`src/rtl/gclp_pkg.sv`:
```
package gclp_pkg;

    // Field widths
    localparam int CHAR_BITS          = 8;
    localparam int LETTERS            = 26;
    localparam int LETTER_BITS        = 5;
    localparam int OUT_INT_BITS       = 32;
    localparam int OUT_FRAC_BITS      = 32;
    localparam int EXP_BITS           = 8;
    localparam int VALUE_BITS_DEFAULT = 32;

    typedef logic [CHAR_BITS-1:0]   t_char;
    typedef logic [LETTER_BITS-1:0] t_letter;
    typedef logic [EXP_BITS-1:0]    t_exp;

    // Character codes
    localparam t_char CH_NUL     = 8'h00;
    localparam t_char CH_LF      = 8'h0A;
    localparam t_char CH_CR      = 8'h0D;
    localparam t_char CH_SPACE   = 8'h20;
    localparam t_char CH_MINUS   = 8'h2D;
    localparam t_char CH_POINT   = 8'h2E;
    localparam t_char CH_ZERO    = 8'h30;
    localparam t_char CH_NINE    = 8'h39;
    localparam t_char CH_SEMI    = 8'h3B;
    localparam t_char CH_UPPER_A = 8'h41;
    localparam t_char CH_UPPER_Z = 8'h5A;
    localparam t_char CH_LOWER_A = 8'h61;
    localparam t_char CH_LOWER_Z = 8'h7A;
    localparam t_char CASE_SHIFT = 8'h20;

    localparam t_letter LAST_LETTER = t_letter'(LETTERS - 1);
    localparam t_exp    EXP_FLOOR   = 8'h80;

    typedef enum logic [1:0] {
        PH_EOL,
        PH_NAME,
        PH_VALUE,
        PH_COMMENT
    } t_phase;

    typedef enum logic [1:0] {
        SEQ_PARSE,
        SEQ_SCAN,
        SEQ_WAIT
    } t_seq;

endpackage

```
`src/rtl/gclp_if.sv`:
```
interface gclp_char_if;
    logic              valid;
    logic              ready;
    gclp_pkg::t_char   character;

    modport source (output valid, output character, input ready);
    modport sink   (input valid, input character, output ready);
endinterface

interface gclp_field_if;
    logic                                  valid;
    logic                                  ready;
    gclp_pkg::t_letter                     letter_index;
    logic signed [gclp_pkg::OUT_INT_BITS-1:0] integer_part;
    logic [gclp_pkg::OUT_FRAC_BITS-1:0]    fraction_digits;
    logic signed [gclp_pkg::EXP_BITS-1:0]  decimal_exponent;
    logic                                  last_field;

    modport source (output valid, output letter_index, output integer_part,
                    output fraction_digits, output decimal_exponent, output last_field,
                    input ready);
    modport sink   (input valid, input letter_index, input integer_part,
                    input fraction_digits, input decimal_exponent, input last_field,
                    output ready);
endinterface

```
`src/rtl/gclp_ram.sv`:
```
module gclp_ram #(
    parameter int WIDTH = 8,
    parameter int DEPTH = 16
) (
    input  logic                                    i_clk,
    input  logic                                    i_wr_en,
    input  logic [(DEPTH > 1 ? $clog2(DEPTH) : 1)-1:0] i_wr_addr,
    input  logic [WIDTH-1:0]                        i_wr_data,
    input  logic                                    i_rd_en,
    input  logic [(DEPTH > 1 ? $clog2(DEPTH) : 1)-1:0] i_rd_addr,
    output logic [WIDTH-1:0]                        o_rd_data
);

    logic [WIDTH-1:0] r_mem [DEPTH];
    logic [WIDTH-1:0] r_rd_data;

    always_ff @(posedge i_clk) begin
        if (i_wr_en) begin
            r_mem[i_wr_addr] <= i_wr_data;
        end
        if (i_rd_en) begin
            r_rd_data <= r_mem[i_rd_addr];
        end
    end

    assign o_rd_data = r_rd_data;

endmodule

```
`src/rtl/gcode_line_parser_core.sv`:
```
// Channel   Dir  Payload                                                   Transfer
// i_char    in   character                                                 valid & ready
// o_field   out  letter_index, integer_part, fraction_digits,              valid & ready
//                decimal_exponent, last_field
//
// Flow: one character per cycle while parsing. An end-of-line character that
// closes a line with stored fields starts an emit pass. The pass walks the flag
// register from A up to the highest set letter, one letter a cycle, but each set
// letter adds a wait state for the registered read of the field RAM, held longer
// if the output side stalls. i_char.ready is low for the whole pass.
// Reset: synchronous, active low; clears phase, flags and handshake state. The
// field RAM has no reset: an entry is read only after its flag has been set.
// Stalls: the output register lets the parser take new characters while the
// last field of a line still waits to be taken.
module gcode_line_parser_core #(
    parameter int VALUE_BITS = gclp_pkg::VALUE_BITS_DEFAULT
) (
    input  logic          i_clk,
    input  logic          i_rst_n,
    gclp_char_if.sink     i_char,
    gclp_field_if.source  o_field
);

    // RAM entry: {integer (sign applied), fraction digits, exponent}
    localparam int RAM_W = 2 * VALUE_BITS + gclp_pkg::EXP_BITS;

    // Parser state
    gclp_pkg::t_phase          r_phase, n_phase;
    logic                      r_line_valid, n_line_valid;
    gclp_pkg::t_letter         r_letter, n_letter;
    logic [VALUE_BITS-1:0]     r_int_acc, n_int_acc;
    logic [VALUE_BITS-1:0]     r_frac_acc, n_frac_acc;
    gclp_pkg::t_exp            r_exp, n_exp;
    logic                      r_neg, n_neg;
    logic                      r_point, n_point;
    logic [gclp_pkg::LETTERS-1:0] r_flags, n_flags;

    // Emit sequencer
    gclp_pkg::t_seq            r_seq, n_seq;
    gclp_pkg::t_letter         r_idx, n_idx;

    // Output register
    logic                      r_out_valid;
    gclp_pkg::t_letter         r_out_letter;
    logic signed [gclp_pkg::OUT_INT_BITS-1:0] r_out_int;
    logic [gclp_pkg::OUT_FRAC_BITS-1:0]       r_out_frac;
    gclp_pkg::t_exp            r_out_exp;
    logic                      r_out_last;

    // RAM ports
    logic                      ram_wr_en;
    gclp_pkg::t_letter         ram_wr_addr;
    logic [RAM_W-1:0]          ram_wr_data;
    logic                      ram_rd_en;
    logic [RAM_W-1:0]          ram_rd_data;

    logic                      in_fire;
    logic                      load_out;
    logic                      higher_set;
    logic                      do_store;
    logic                      is_eol;
    gclp_pkg::t_char           upper;
    logic [VALUE_BITS-1:0]     signed_int;

    gclp_ram #(
        .WIDTH (RAM_W),
        .DEPTH (gclp_pkg::LETTERS)
    ) u_field_ram (
        .i_clk     (i_clk),
        .i_wr_en   (ram_wr_en),
        .i_wr_addr (ram_wr_addr),
        .i_wr_data (ram_wr_data),
        .i_rd_en   (ram_rd_en),
        .i_rd_addr (r_idx),
        .o_rd_data (ram_rd_data)
    );

    assign i_char.ready = (r_seq == gclp_pkg::SEQ_PARSE);
    assign in_fire      = i_char.valid && i_char.ready;

    // Any set letter above the one being emitted; none means this is the last
    always_comb begin
        higher_set = 1'b0;
        for (int j = 0; j < gclp_pkg::LETTERS; j++) begin
            if (gclp_pkg::t_letter'(j) > r_idx) begin
                higher_set = higher_set | r_flags[j];
            end
        end
    end

    always_comb begin
        n_phase      = r_phase;
        n_line_valid = r_line_valid;
        n_letter     = r_letter;
        n_int_acc    = r_int_acc;
        n_frac_acc   = r_frac_acc;
        n_exp        = r_exp;
        n_neg        = r_neg;
        n_point      = r_point;
        n_flags      = r_flags;
        n_seq        = r_seq;
        n_idx        = r_idx;
        ram_wr_en    = 1'b0;
        ram_wr_addr  = r_letter;
        ram_wr_data  = '0;
        ram_rd_en    = 1'b0;
        load_out     = 1'b0;
        do_store     = 1'b0;
        signed_int   = '0;

        upper = i_char.character;
        if (i_char.character inside {[gclp_pkg::CH_LOWER_A:gclp_pkg::CH_LOWER_Z]}) begin
            upper = i_char.character - gclp_pkg::CASE_SHIFT;
        end
        is_eol = (i_char.character == gclp_pkg::CH_NUL) ||
                 (i_char.character == gclp_pkg::CH_LF)  ||
                 (i_char.character == gclp_pkg::CH_CR);

        if (in_fire) begin
            // First character after end of line opens a fresh line
            if (r_phase == gclp_pkg::PH_EOL) begin
                n_phase      = gclp_pkg::PH_NAME;
                n_line_valid = 1'b0;
                n_letter     = '0;
                n_int_acc    = '0;
                n_frac_acc   = '0;
                n_exp        = '0;
                n_neg        = 1'b0;
                n_point      = 1'b0;
                n_flags      = '0;
            end

            if (i_char.character == gclp_pkg::CH_SEMI) begin
                n_phase = gclp_pkg::PH_COMMENT;
            end else if (is_eol) begin
                do_store = (n_phase == gclp_pkg::PH_VALUE);
            end else begin
                case (n_phase)
                    gclp_pkg::PH_NAME: begin
                        if (i_char.character != gclp_pkg::CH_SPACE) begin
                            if (upper inside {[gclp_pkg::CH_UPPER_A:gclp_pkg::CH_UPPER_Z]}) begin
                                n_phase  = gclp_pkg::PH_VALUE;
                                n_letter = gclp_pkg::t_letter'(upper - gclp_pkg::CH_UPPER_A);
                            end else begin
                                // bad character: drop the line
                                n_phase      = gclp_pkg::PH_COMMENT;
                                n_line_valid = 1'b0;
                                n_flags      = '0;
                                n_letter     = '0;
                                n_int_acc    = '0;
                                n_frac_acc   = '0;
                                n_exp        = '0;
                                n_neg        = 1'b0;
                                n_point      = 1'b0;
                            end
                        end
                    end
                    gclp_pkg::PH_VALUE: begin
                        if (i_char.character == gclp_pkg::CH_MINUS) begin
                            n_neg = 1'b1;
                        end else if (i_char.character inside
                                     {[gclp_pkg::CH_ZERO:gclp_pkg::CH_NINE]}) begin
                            // x*10 + d as two shifts and adds
                            if (!n_point) begin
                                n_int_acc = (n_int_acc << 3) + (n_int_acc << 1) +
                                    VALUE_BITS'(i_char.character - gclp_pkg::CH_ZERO);
                            end else begin
                                n_frac_acc = (n_frac_acc << 3) + (n_frac_acc << 1) +
                                    VALUE_BITS'(i_char.character - gclp_pkg::CH_ZERO);
                                if (n_exp != gclp_pkg::EXP_FLOOR) begin
                                    n_exp = n_exp - gclp_pkg::t_exp'(1);
                                end
                            end
                        end else if (i_char.character == gclp_pkg::CH_POINT) begin
                            n_point = 1'b1;
                        end else if (i_char.character == gclp_pkg::CH_SPACE) begin
                            do_store = 1'b1;
                        end else begin
                            n_phase      = gclp_pkg::PH_COMMENT;
                            n_line_valid = 1'b0;
                            n_flags      = '0;
                            n_letter     = '0;
                            n_int_acc    = '0;
                            n_frac_acc   = '0;
                            n_exp        = '0;
                            n_neg        = 1'b0;
                            n_point      = 1'b0;
                        end
                    end
                    default: begin
                        // comment: rest of line ignored
                    end
                endcase
            end

            // Word store: one RAM write, flag set, word cleared
            if (do_store) begin
                signed_int   = n_neg ? (VALUE_BITS'(0) - n_int_acc) : n_int_acc;
                ram_wr_en    = 1'b1;
                ram_wr_addr  = n_letter;
                ram_wr_data  = {signed_int, n_frac_acc, n_exp};
                n_flags[n_letter] = 1'b1;
                n_line_valid = 1'b1;
                n_phase      = gclp_pkg::PH_NAME;
                n_letter     = '0;
                n_int_acc    = '0;
                n_frac_acc   = '0;
                n_exp        = '0;
                n_neg        = 1'b0;
                n_point      = 1'b0;
            end

            if (is_eol && (i_char.character != gclp_pkg::CH_SEMI)) begin
                n_phase = gclp_pkg::PH_EOL;
                if (n_line_valid) begin
                    n_seq = gclp_pkg::SEQ_SCAN;
                    n_idx = '0;
                end
            end
        end

        case (r_seq)
            gclp_pkg::SEQ_SCAN: begin
                if (r_flags[r_idx]) begin
                    ram_rd_en = 1'b1;
                    n_seq     = gclp_pkg::SEQ_WAIT;
                end else if (r_idx == gclp_pkg::LAST_LETTER) begin
                    n_seq = gclp_pkg::SEQ_PARSE;
                end else begin
                    n_idx = r_idx + gclp_pkg::t_letter'(1);
                end
            end
            gclp_pkg::SEQ_WAIT: begin
                if (!r_out_valid || o_field.ready) begin
                    load_out = 1'b1;
                    if (!higher_set || (r_idx == gclp_pkg::LAST_LETTER)) begin
                        n_seq = gclp_pkg::SEQ_PARSE;
                    end else begin
                        n_idx = r_idx + gclp_pkg::t_letter'(1);
                        n_seq = gclp_pkg::SEQ_SCAN;
                    end
                end
            end
            default: begin
            end
        endcase
    end

    always_ff @(posedge i_clk) begin
        if (!i_rst_n) begin
            r_phase      <= gclp_pkg::PH_EOL;
            r_line_valid <= 1'b0;
            r_letter     <= '0;
            r_int_acc    <= '0;
            r_frac_acc   <= '0;
            r_exp        <= '0;
            r_neg        <= 1'b0;
            r_point      <= 1'b0;
            r_flags      <= '0;
            r_seq        <= gclp_pkg::SEQ_PARSE;
            r_idx        <= '0;
            r_out_valid  <= 1'b0;
        end else begin
            r_phase      <= n_phase;
            r_line_valid <= n_line_valid;
            r_letter     <= n_letter;
            r_int_acc    <= n_int_acc;
            r_frac_acc   <= n_frac_acc;
            r_exp        <= n_exp;
            r_neg        <= n_neg;
            r_point      <= n_point;
            r_flags      <= n_flags;
            r_seq        <= n_seq;
            r_idx        <= n_idx;
            if (load_out) begin
                r_out_valid <= 1'b1;
            end else if (o_field.ready) begin
                r_out_valid <= 1'b0;
            end
        end
    end

    // Output payload: integer sign-extended or cut to 32 bits
    always_ff @(posedge i_clk) begin
        if (load_out) begin
            r_out_letter <= r_idx;
            r_out_int    <= gclp_pkg::OUT_INT_BITS'(
                            $signed(ram_rd_data[RAM_W-1 -: VALUE_BITS]));
            r_out_frac   <= gclp_pkg::OUT_FRAC_BITS'(
                            ram_rd_data[gclp_pkg::EXP_BITS +: VALUE_BITS]);
            r_out_exp    <= ram_rd_data[gclp_pkg::EXP_BITS-1:0];
            r_out_last   <= !higher_set;
        end
    end

    assign o_field.valid            = r_out_valid;
    assign o_field.letter_index     = r_out_letter;
    assign o_field.integer_part     = r_out_int;
    assign o_field.fraction_digits  = r_out_frac;
    assign o_field.decimal_exponent = r_out_exp;
    assign o_field.last_field       = r_out_last;

    // RAM write and read never coincide: no read while a word is stored
    a_no_rw_overlap: assert property (@(posedge i_clk) disable iff (!i_rst_n)
        !(ram_wr_en && ram_rd_en))
        else $error("field RAM written and read in the same cycle");

    // Line holds fields exactly when some letter flag is set
    a_line_valid_flags: assert property (@(posedge i_clk) disable iff (!i_rst_n)
        r_line_valid == (r_flags != '0))
        else $error("line_valid disagrees with letter flags");

    // Only set letters are emitted
    a_emit_set_letter: assert property (@(posedge i_clk) disable iff (!i_rst_n)
        load_out |-> r_flags[r_idx])
        else $error("emitting a letter whose flag is clear");

    // An end of line with stored fields starts the emit pass
    a_eol_starts_scan: assert property (@(posedge i_clk) disable iff (!i_rst_n)
        (in_fire && is_eol && n_line_valid) |=> (r_seq == gclp_pkg::SEQ_SCAN))
        else $error("emit pass not started after end of line");

    // Flags stay put while they are being walked
    a_flags_stable_emit: assert property (@(posedge i_clk) disable iff (!i_rst_n)
        (r_seq != gclp_pkg::SEQ_PARSE) |=> $stable(r_flags))
        else $error("letter flags changed during emit pass");

endmodule

```
`src/flat_wrapper.sv`:
```
// flat-port wrapper written by rule: the top's interface ports become plain ports
module gcode_line_parser_core_flat 
#(
    parameter int VALUE_BITS = gclp_pkg::VALUE_BITS_DEFAULT
)
  (i_clk, i_rst_n, i_char_valid, i_char_character, i_char_ready, o_field_valid, o_field_letter_index, o_field_integer_part, o_field_fraction_digits, o_field_decimal_exponent, o_field_last_field, o_field_ready);
  gclp_char_if i_char_i ();
  gclp_field_if o_field_i ();
  input  logic i_clk;
  input  logic i_rst_n;
  input wire logic [$bits(i_char_i.valid)-1:0] i_char_valid;
  input wire logic [$bits(i_char_i.character)-1:0] i_char_character;
  output wire logic [$bits(i_char_i.ready)-1:0] i_char_ready;
  output wire logic [$bits(o_field_i.valid)-1:0] o_field_valid;
  output wire logic [$bits(o_field_i.letter_index)-1:0] o_field_letter_index;
  output wire logic [$bits(o_field_i.integer_part)-1:0] o_field_integer_part;
  output wire logic [$bits(o_field_i.fraction_digits)-1:0] o_field_fraction_digits;
  output wire logic [$bits(o_field_i.decimal_exponent)-1:0] o_field_decimal_exponent;
  output wire logic [$bits(o_field_i.last_field)-1:0] o_field_last_field;
  input wire logic [$bits(o_field_i.ready)-1:0] o_field_ready;
  assign i_char_i.valid = i_char_valid;
  assign i_char_i.character = i_char_character;
  assign i_char_ready = i_char_i.ready;
  assign o_field_valid = o_field_i.valid;
  assign o_field_letter_index = o_field_i.letter_index;
  assign o_field_integer_part = o_field_i.integer_part;
  assign o_field_fraction_digits = o_field_i.fraction_digits;
  assign o_field_decimal_exponent = o_field_i.decimal_exponent;
  assign o_field_last_field = o_field_i.last_field;
  assign o_field_i.ready = o_field_ready;
  gcode_line_parser_core #(.VALUE_BITS(VALUE_BITS)) u_core (.i_clk(i_clk), .i_rst_n(i_rst_n), .i_char(i_char_i), .o_field(o_field_i));
endmodule
```
`config.mk`:
```
export PLATFORM = sky130hd
export DESIGN_NAME = gcode_line_parser_core_flat
export DESIGN_NICKNAME = d
export VERILOG_FILES = /design/src/rtl/gclp_pkg.sv /design/src/rtl/gclp_if.sv /design/src/rtl/gclp_ram.sv /design/src/rtl/gcode_line_parser_core.sv /design/src/flat_wrapper.sv
export SDC_FILE = /design/constraint.sdc
export NUM_CORES = 2
export LEC_CHECK = 0
export BUFFER_PORTS_ARGS = -buffer_cell sky130_fd_sc_hd__buf_2
export CAP_MARGIN = 25
export CORE_ASPECT_RATIO = 0.75
export CORE_MARGIN = 3
export CORE_UTILIZATION = 35
export DETAILED_ROUTE_END_ITERATION = 16
export HOLD_SLACK_MARGIN = 0.02
export PLACE_DENSITY = 0.59
export SYNTH_ARGS = -nofsm -noshare
export SYNTH_HDL_FRONTEND = slang
export SYNTH_SLANG_ARGS = --single-unit
```
`constraint.sdc`:
```
create_clock -name i_clk -period 11.5 [get_ports i_clk]
set_input_delay 0.575 -clock i_clk [delete_from_list [all_inputs] [get_ports i_clk]]
set_output_delay 0.575 -clock i_clk [all_outputs]
set_load 0.005 [all_outputs]
```
* After elaboration in Yosys (flattened, before gate mapping)
Memory sizes are Yosys's and may differ from the RTL's. A register that Yosys moved wholly into a read port is not among the register bits.
Index checks and enable logic that the tools add are counted.
** Word-level totals
- Register bits :: 194
- Latch bits :: 0
- Bits in writable memories :: 1872
- ROM bits :: 0
- Memories kept :: 1
** Memory list
- u_core.u_field_ram.r_mem :: depth 26, width 72, rd ports 1, clocked after Yosys merged registers in 1, wr ports 1, RTL line gclp_ram.sv:14 : logic [WIDTH-1:0] r_mem [DEPTH];
** Cells by class
- Add/subtract/negate cells :: 10
- $mul :: 0
- Div/mod/pow operators :: 0
- Magnitude comparators :: 35
- Equal/unequal tests :: 14
- Shift-type cells :: 0
- Multiplexer cells :: 184
- Bitwise logic cells :: 26
- Reductions and logical operators :: 16
** Operator list (count)
- $mux 32 :: 26
- $mux 26 :: 11
- $mux 72 :: 2
- $add 32x32->32 :: 4
- $pmux 32 s2 :: 2
- $mux 8 :: 14
- $mux 5 :: 20
- $mux 1 :: 81
- $pmux 26 s2 :: 1
- $gt 5x5->1 const A :: 10
- $gt 4x5->1 const A :: 8
- $mux 2 :: 17
- $eq 8x6->1 const B :: 4
- $sub 1x32->32 const A :: 1
- $or 26x26->26 :: 1
- $or 1x1->1 :: 25
- $gt 3x5->1 const A :: 4
- $pmux 5 s2 :: 2
- $eq 8x4->1 const B :: 2
- $ge 8x7->1 const B :: 2
- $le 8x7->1 const B :: 2
- $ne 8x6->1 const B :: 2
- $pmux 8 s2 :: 1
- $lt 5x6->1 const B :: 2
- 24 further kinds :: 41

* Longest topological paths before layout
- Depth in word-level cells :: 57
- Gate-level depth with buffers :: 27

* Hierarchy
A second synthesis with hierarchy kept.
** Second synthesis, totals
- Cells, all modules :: 5074
- Area total of the unflattened synthesis :: 89905.0 µm²
** By module, submodules not included
- gclp_ram :: instances 1, cells an instance 3090, area an instance 73230.2 µm², seq. area each 58376.0 µm²
- gcode_line_parser_core :: instances 1, cells an instance 1984, area an instance 16674.7 µm², seq. area each 4664.5 µm²

* Worst setup path before layout
No wires, ideal clock.
- Path kind :: input to register
- Start :: input i_char_character[4]
- End :: memory u_core.u_field_ram.r_mem[0][71] (netlist name) (data pin)
- Arrival :: 9834 ps
- Data required time :: 11177 ps
- Setup slack :: 1343 ps
- Stages on the path :: 17
- Buffers on the path :: 1
- Path through :: ha_1 > clkbuf_1 > nor3_1 > fa_1 > ha_1 > a21oi_1 > o21ai_0 > or4_1 > o21ai_0 > mux2i_1 > a21oi_1 > a2111oi_4 > nand4_4 > nor4_4 > a41oi_1 > xnor2_1 > nor2_1
** Between the ends
- Longest elaborated chain between the ends :: 15
- Elaborated cells on any way between the ends :: 56
- Those cells by class :: 4 x add/sub; 6 x order compare; 7 x eq/ne; 33 x mux; 6 x reduce/logical
** Ends and longest elaborated chain
- start: declaration :: RTL line flat_wrapper.sv:12 : input wire logic [$bits(i_char_i.character)-1:0] i_char_character;
- parallel branches: the longest is 13 deep, another holds $add 32x32->32
- $mux 72 (*) :: RTL line gcode_line_parser_core.sv:197 : if (do_store) begin
- $mux 72 (*) :: RTL line gcode_line_parser_core.sv:119 : if (in_fire) begin
- via u_core.ram_wr_data[71] :: RTL line gcode_line_parser_core.sv:53 : logic [RAM_W-1:0] ram_wr_data;
- end: declaration :: RTL line gclp_ram.sv:14
Mark *: on every way through the listed nets, which the timed path passes. The select of a mux whose other input is x is not followed.

* Worst setup path in the final report
- Start :: register u_core.r_phase[1]
- End :: memory u_core.u_field_ram.r_mem[22][65] (netlist name) (data pin)
** Between the ends
- Longest elaborated chain between the ends :: 16
- Elaborated cells on any way between the ends :: 41
- Those cells by class :: 3 x add/sub; 2 x eq/ne; 35 x mux; 1 x reduce/logical
** Ends and longest elaborated chain
- start: declaration :: RTL line gcode_line_parser_core.sv:28 : gclp_pkg::t_phase r_phase, n_phase;
- start signal: assignment :: RTL line gcode_line_parser_core.sv:251 : r_phase <= gclp_pkg::PH_EOL;
- start signal: assignment :: RTL line gcode_line_parser_core.sv:264 : r_phase <= n_phase;
- $logic_not 2->1 :: RTL line gcode_line_parser_core.sv:121 : if (r_phase == gclp_pkg::PH_EOL) begin
- $mux 32 :: RTL line gcode_line_parser_core.sv:121
- $mux 32 :: RTL line gcode_line_parser_core.sv:119
- $add 32x32->32 (2 in series) :: RTL line gcode_line_parser_core.sv:165 : n_int_acc = (n_int_acc << 3) + (n_int_acc << 1) +
- $mux 32 :: RTL line gcode_line_parser_core.sv:164 : if (!n_point) begin
- $mux 32 :: RTL line gcode_line_parser_core.sv:161 : end else if (i_char.character inside
- $mux 32 :: RTL line gcode_line_parser_core.sv:159 : if (i_char.character == gclp_pkg::CH_MINUS) begin
- $pmux 32 s2 :: RTL line gcode_line_parser_core.sv:138 : case (n_phase)
- $mux 32 :: RTL line gcode_line_parser_core.sv:135 : end else if (is_eol) begin
- $mux 32 :: RTL line gcode_line_parser_core.sv:133 : if (i_char.character == gclp_pkg::CH_SEMI) begin
- $mux 32 :: RTL line gcode_line_parser_core.sv:119
- $sub 1x32->32 :: RTL line gcode_line_parser_core.sv:198 : signed_int = n_neg ? (VALUE_BITS'(0) - n_int_acc) : n_int_acc;
- $mux 32 :: RTL line gcode_line_parser_core.sv:198
- $mux 72 (*) :: RTL line gcode_line_parser_core.sv:197
- $mux 72 (*) :: RTL line gcode_line_parser_core.sv:119
- via u_core.ram_wr_data[65] :: RTL line gcode_line_parser_core.sv:53
The timed path passes the listed nets; every way through them passes the cells marked *. The select of a mux whose other input is x is not followed.

==> run summary <==
The first-pass iteration count of the detailed router is 8. Of the total power, the clock network draws 43.6%. The H-tree depth is 4. The number of placement rows came out at 160.

The total power density per cell area is 149.8 nW/um^2. The mux contribution to synthesized area came out at 10.64%. After Yosys synthesis, full adders, half adders and majority gates account for 2.422% of the synthesized area. The placed instance count is 9139. The tree is rooted in a sky130_fd_sc_hd__clkbuf_16. Summing all placed instances gives a cell area of 95750 um^2. The post-synthesis register bit count is 2138. Setup repair after global routing left no endpoint under its margin. The share of async-settable or async-resettable flops after synthesis came out at 0%.

The net count of the mapped netlist came out at 5928. Synthesis instantiated 105 different standard cells from the library. The count of cells resized by post-cts repair came out at 0. The area growth from synthesis to layout is 13.28%.

The worst path uses 56.72% of the clock period. The setup skew after layout came out at 0.1115 ns. The first global-routing pass estimated 379000 um of wire. The relative contribution of sequential cells to total power came out at 54.7%. At the end of routability-driven placement, the weighted congestion stood at 0.8980. Net switching is 20.41% of the power.

The clock sink total is roughly 2100. The total number of yosys warnings came out at 0. The netlist area before placement is 90280 um^2. The endpoint type of the worst setup path is a flop.

The post-detailed-routing wire length is 264700 um. The worst max-slew margin expressed relative to the limit came out at 26.22%. The residual overflow from global routing came out at 0.

The die is ~450 um tall. The power consumption came out at roughly 15 mW. The transition time of the tightest slew-check pin is ~1.1 ns. The data required time at the worst endpoint is 11.95 ns. The iteration-0 DRC count of the detailed router came out at 6485.

The source-to-sink clock delay at the later pin of the worst-skew pair came out at 0.89 ns. The critical path data arrival time is between 6 and 7 ns. The leakage power total is 33.05 nW. The overall routing resource usage came out at 19.62%. The number of setup violations in the final report is 0. The detail-routed net length per standard cell is 27.81 um. The instance count of the mapped netlist came out at 5776. The final critical delay including setup and external delays is 6.523 ns.

The final count of hold timing violations came out at 0. Entering global routing, the biggest net connects 129 pins. The worst slack on hold paths came out at roughly 0.22 ns.

The worst supply voltage drop on vdd came out at 108.0 uV. The largest fanout on the critical path is 26. The net switching power of the design is 3.128 mW. After legalization and detailed placement, the total HPWL measured roughly 150000 um. Cells with a size suffix above 1 make up 16.14% of the layout. Counting along the longest clock path gives a buffer depth of 4.

The design area is 102300 um^2. The share of the synthesized area in compound gates (AO/OA/AOI/OAI) is between 8 and 9%. Static timing analysis puts the maximum clock frequency at 0.1533 GHz. The number of max-slew violations in the final report was 0.

For this design the top-level I/O count stands at 92. The most common library cell in the layout ignoring fill and taps is sky130_fd_sc_hd__edfxtp_1. Of the total power, combinational logic draws about 1.7%. The number of global-route vias before repair came out at between 50000 and 60000. The tool flagged a number of max-cap violations equal to 0.

The flow ran to the end, and the final reports show no timing, DRC or antenna violations. The die outline width is around 600 um. The region available for standard cell placement spans roughly 260000 um^2. After detailed routing, the number of remaining DRC violations is 0. TritonCTS built the clock tree.

The number of I/O port buffers came out at between 90 and 100. The share of synthesized cell area in and, or, nand and nor gates came out at 6.674%. The final critical-path setup slack came out at ~5.0 ns.

The full die area is 264100 um^2. Cell internal power was estimated by the tool at 12.19 mW. The initial antenna violation count came to 9. By area, the combinational part of the netlist is dominated by multiplexers. The kind of start point of the critical path is a flop. The starting utilization of the core area came out at 35.40%. The end-of-flow core utilization came out at 40.10%. The routed via count divided by cell count came out at 5.655.

At the end of the flow, the number of nets in the layout was slightly above 6000. The number of vias after detailed routing came out at ~54000. Summing the areas of all xor and xnor instances in the mapped netlist gives 0.6888% of the synthesized area. The pre-CTS setup slack came out at 4.449 ns. The path class of the tightest hold or removal check is in -> reg. The post-CTS setup repair buffer count is 0. The number of synthesized flops with an enable pin is 2022. The clock transition at the registers of the reported paths is 0.06 ns. The final-layout fill cell count came out at ~23000. In the synthesized netlist the dominant register cell turns out to be sky130_fd_sc_hd__edfxtp_1. The sum of negative setup slack is 0 ns. Sequential cells were found to cover between 60% and 70% of the synthesized design area. In the layout the commonest cells are 2022 x sky130_fd_sc_hd__edfxtp_1, 459 x sky130_fd_sc_hd__nor2_1, 406 x sky130_fd_sc_hd__nand2_1. Buffers inserted to repair hold after CTS numbered 0. The synthesized area divided by synthesized cell count came out at 15.63 um^2. The TritonCTS buffer count came out at 207.

The number of routed nets with antenna violations came out at 0. The final instance count without filler cells is approximately 9500. The category of the critical setup timing path is reg -> reg.
## state kept, by name, indices dropped and copies added, names as in the netlist
signal	flops
u_core.o_field.decimal_exponent	8
u_core.o_field.fraction_digits	32
u_core.o_field.integer_part	32
u_core.o_field.last_field	1
u_core.o_field.letter_index	5
u_core.o_field.valid	1
u_core.r_exp	8
u_core.r_flags	26
u_core.r_frac_acc	32
u_core.r_idx	5
u_core.r_int_acc	32
u_core.r_letter	5
u_core.r_line_valid	1
u_core.r_neg	1
u_core.r_phase	2
u_core.r_point	1
u_core.r_seq	2
u_core.u_field_ram.o_rd_data	72
u_core.u_field_ram.r_mem	1872
## routing by layer
metal | share of wire (%) | vias up | GRT usage [%] | wire [um]
met1 | 45 | 28150 | 29.46 | 118500
li1 | - | 22920 | - | -
met5 | 0 | - | 0 | 0
met4 | 2.4 | 0 | 4.500 | 6437
met2 | 45 | 2385 | 30.07 | 119100
met3 | 7.8 | 362 | 2.832 | 20610
## power groups by stage
stage | Sequential (mW) | Clock, mW | Combinational, mW
final | 8.39 | 6.67 | 0.262
after global placement | 8.56 | 0 | 0.252
after detailed placement | 8.56 | 0 | 0.253
after floorplan | 8.56 | 0 | 0.160
after CTS | 8.39 | 6.79 | 0.255
after global routing | 8.38 | 7.10 | 0.279
## synth_stat cells (50+ instances only)
library cell / count / area share [%]
sky130_fd_sc_hd__edfxtp_1: 2022 / 67
sky130_fd_sc_hd__nor2_1: 490 / 2.0
sky130_fd_sc_hd__nand2_1: 412 / 1.7
sky130_fd_sc_hd__a21oi_1: 317 / 1.8
sky130_fd_sc_hd__mux2i_1: 309 / 3.4
sky130_fd_sc_hd__mux4_2: 280 / 7.0
sky130_fd_sc_hd__clkbuf_1: 235 / 0.98
sky130_fd_sc_hd__o21ai_0: 214 / 1.2
sky130_fd_sc_hd__dfxtp_1: 116 / 2.6
sky130_fd_sc_hd__nor2b_1: 115 / 0.80
sky130_fd_sc_hd__and2_1: 82 / 0.57
sky130_fd_sc_hd__buf_1: 82 / 0.34
sky130_fd_sc_hd__ha_1: 82 / 1.1
sky130_fd_sc_hd__inv_1: 73 / 0.30
sky130_fd_sc_hd__o22ai_1: 72 / 0.50
sky130_fd_sc_hd__a211oi_1: 65 / 0.54
sky130_fd_sc_hd__o221ai_1: 64 / 0.62
sky130_fd_sc_hd__fa_1: 58 / 1.3
sky130_fd_sc_hd__a311o_1: 50 / 0.55
## worst max-delay path: stages (launching register included)
cell and delay, ns:
sky130_fd_sc_hd__dfxtp_1 0.31, sky130_fd_sc_hd__or2_2 0.48, sky130_fd_sc_hd__nand2_1 0.20, sky130_fd_sc_hd__inv_1 0.10
sky130_fd_sc_hd__fa_1 0.46, sky130_fd_sc_hd__ha_1 0.29, sky130_fd_sc_hd__a211oi_1 0.38, sky130_fd_sc_hd__o21bai_1 0.24
sky130_fd_sc_hd__o21ai_0 0.71, sky130_fd_sc_hd__nand4_1 0.27, sky130_fd_sc_hd__nand2_1 0.16, sky130_fd_sc_hd__mux2i_1 0.08
sky130_fd_sc_hd__o21ai_0 0.55, sky130_fd_sc_hd__o2111ai_1 0.40, sky130_fd_sc_hd__nor4_4 0.44, sky130_fd_sc_hd__o21ai_1 0.12
sky130_fd_sc_hd__a21oi_2 0.89
## logic make-up (layout without fill, tap and decap cells)
family / Yosys count / after routing
multiplexers: 607 / 607
adder cells (fa/ha/maj): 140 / 140
other: 0 / 4
XOR/XNOR: 71 / 71
AO/OA/AOI/OAI: 1095 / 1095
flip-flops: 2138 / 2138
buffers and inverters: 408 / 742
AND/OR/NAND/NOR: 1317 / 1317
## area by class of cell
| type | count | area, um^2 | area share, % |
|---|---|---|---|
| Timing Repair Buffer | 293 | 2120 | 2.073 |
| Multi-Input combinational cell | 3230 | 26040 | 25.46 |
| Sequential cell | 2138 | 63060 | 61.66 |
| Tap cell | 3402 | 4257 | 4.162 |
| Inverter | 77 | 306.5 | 0.2997 |
| Clock inverter | 117 | 993.5 | 0.9714 |
| Antenna cell | 4 | 10.01 | 0.009788 |
| Clock buffer | 255 | 5487 | 5.365 |
## path summary, 6_finish.rpt
check	from	end	slack, ns	depth (start not counted)
setup reg to reg	u_core.r_phase[1]$_SDFFE_PN0P_	u_core.u_field_ram.r_mem[22][65]$_DFFE_PP_	4.98	16
hold / removal	o_field_ready	u_core.o_field.valid$_SDFFE_PN0P_	0.22	4
hold reg to reg	u_core.u_field_ram.o_rd_data[58]$_DFFE_PP_	u_core.o_field.integer_part[18]$_DFFE_PP_	0.42	0
setup / recovery	u_core.r_phase[1]$_SDFFE_PN0P_	u_core.u_field_ram.r_mem[22][65]$_DFFE_PP_	4.98	16
Power figures use the tool's default switching activity.
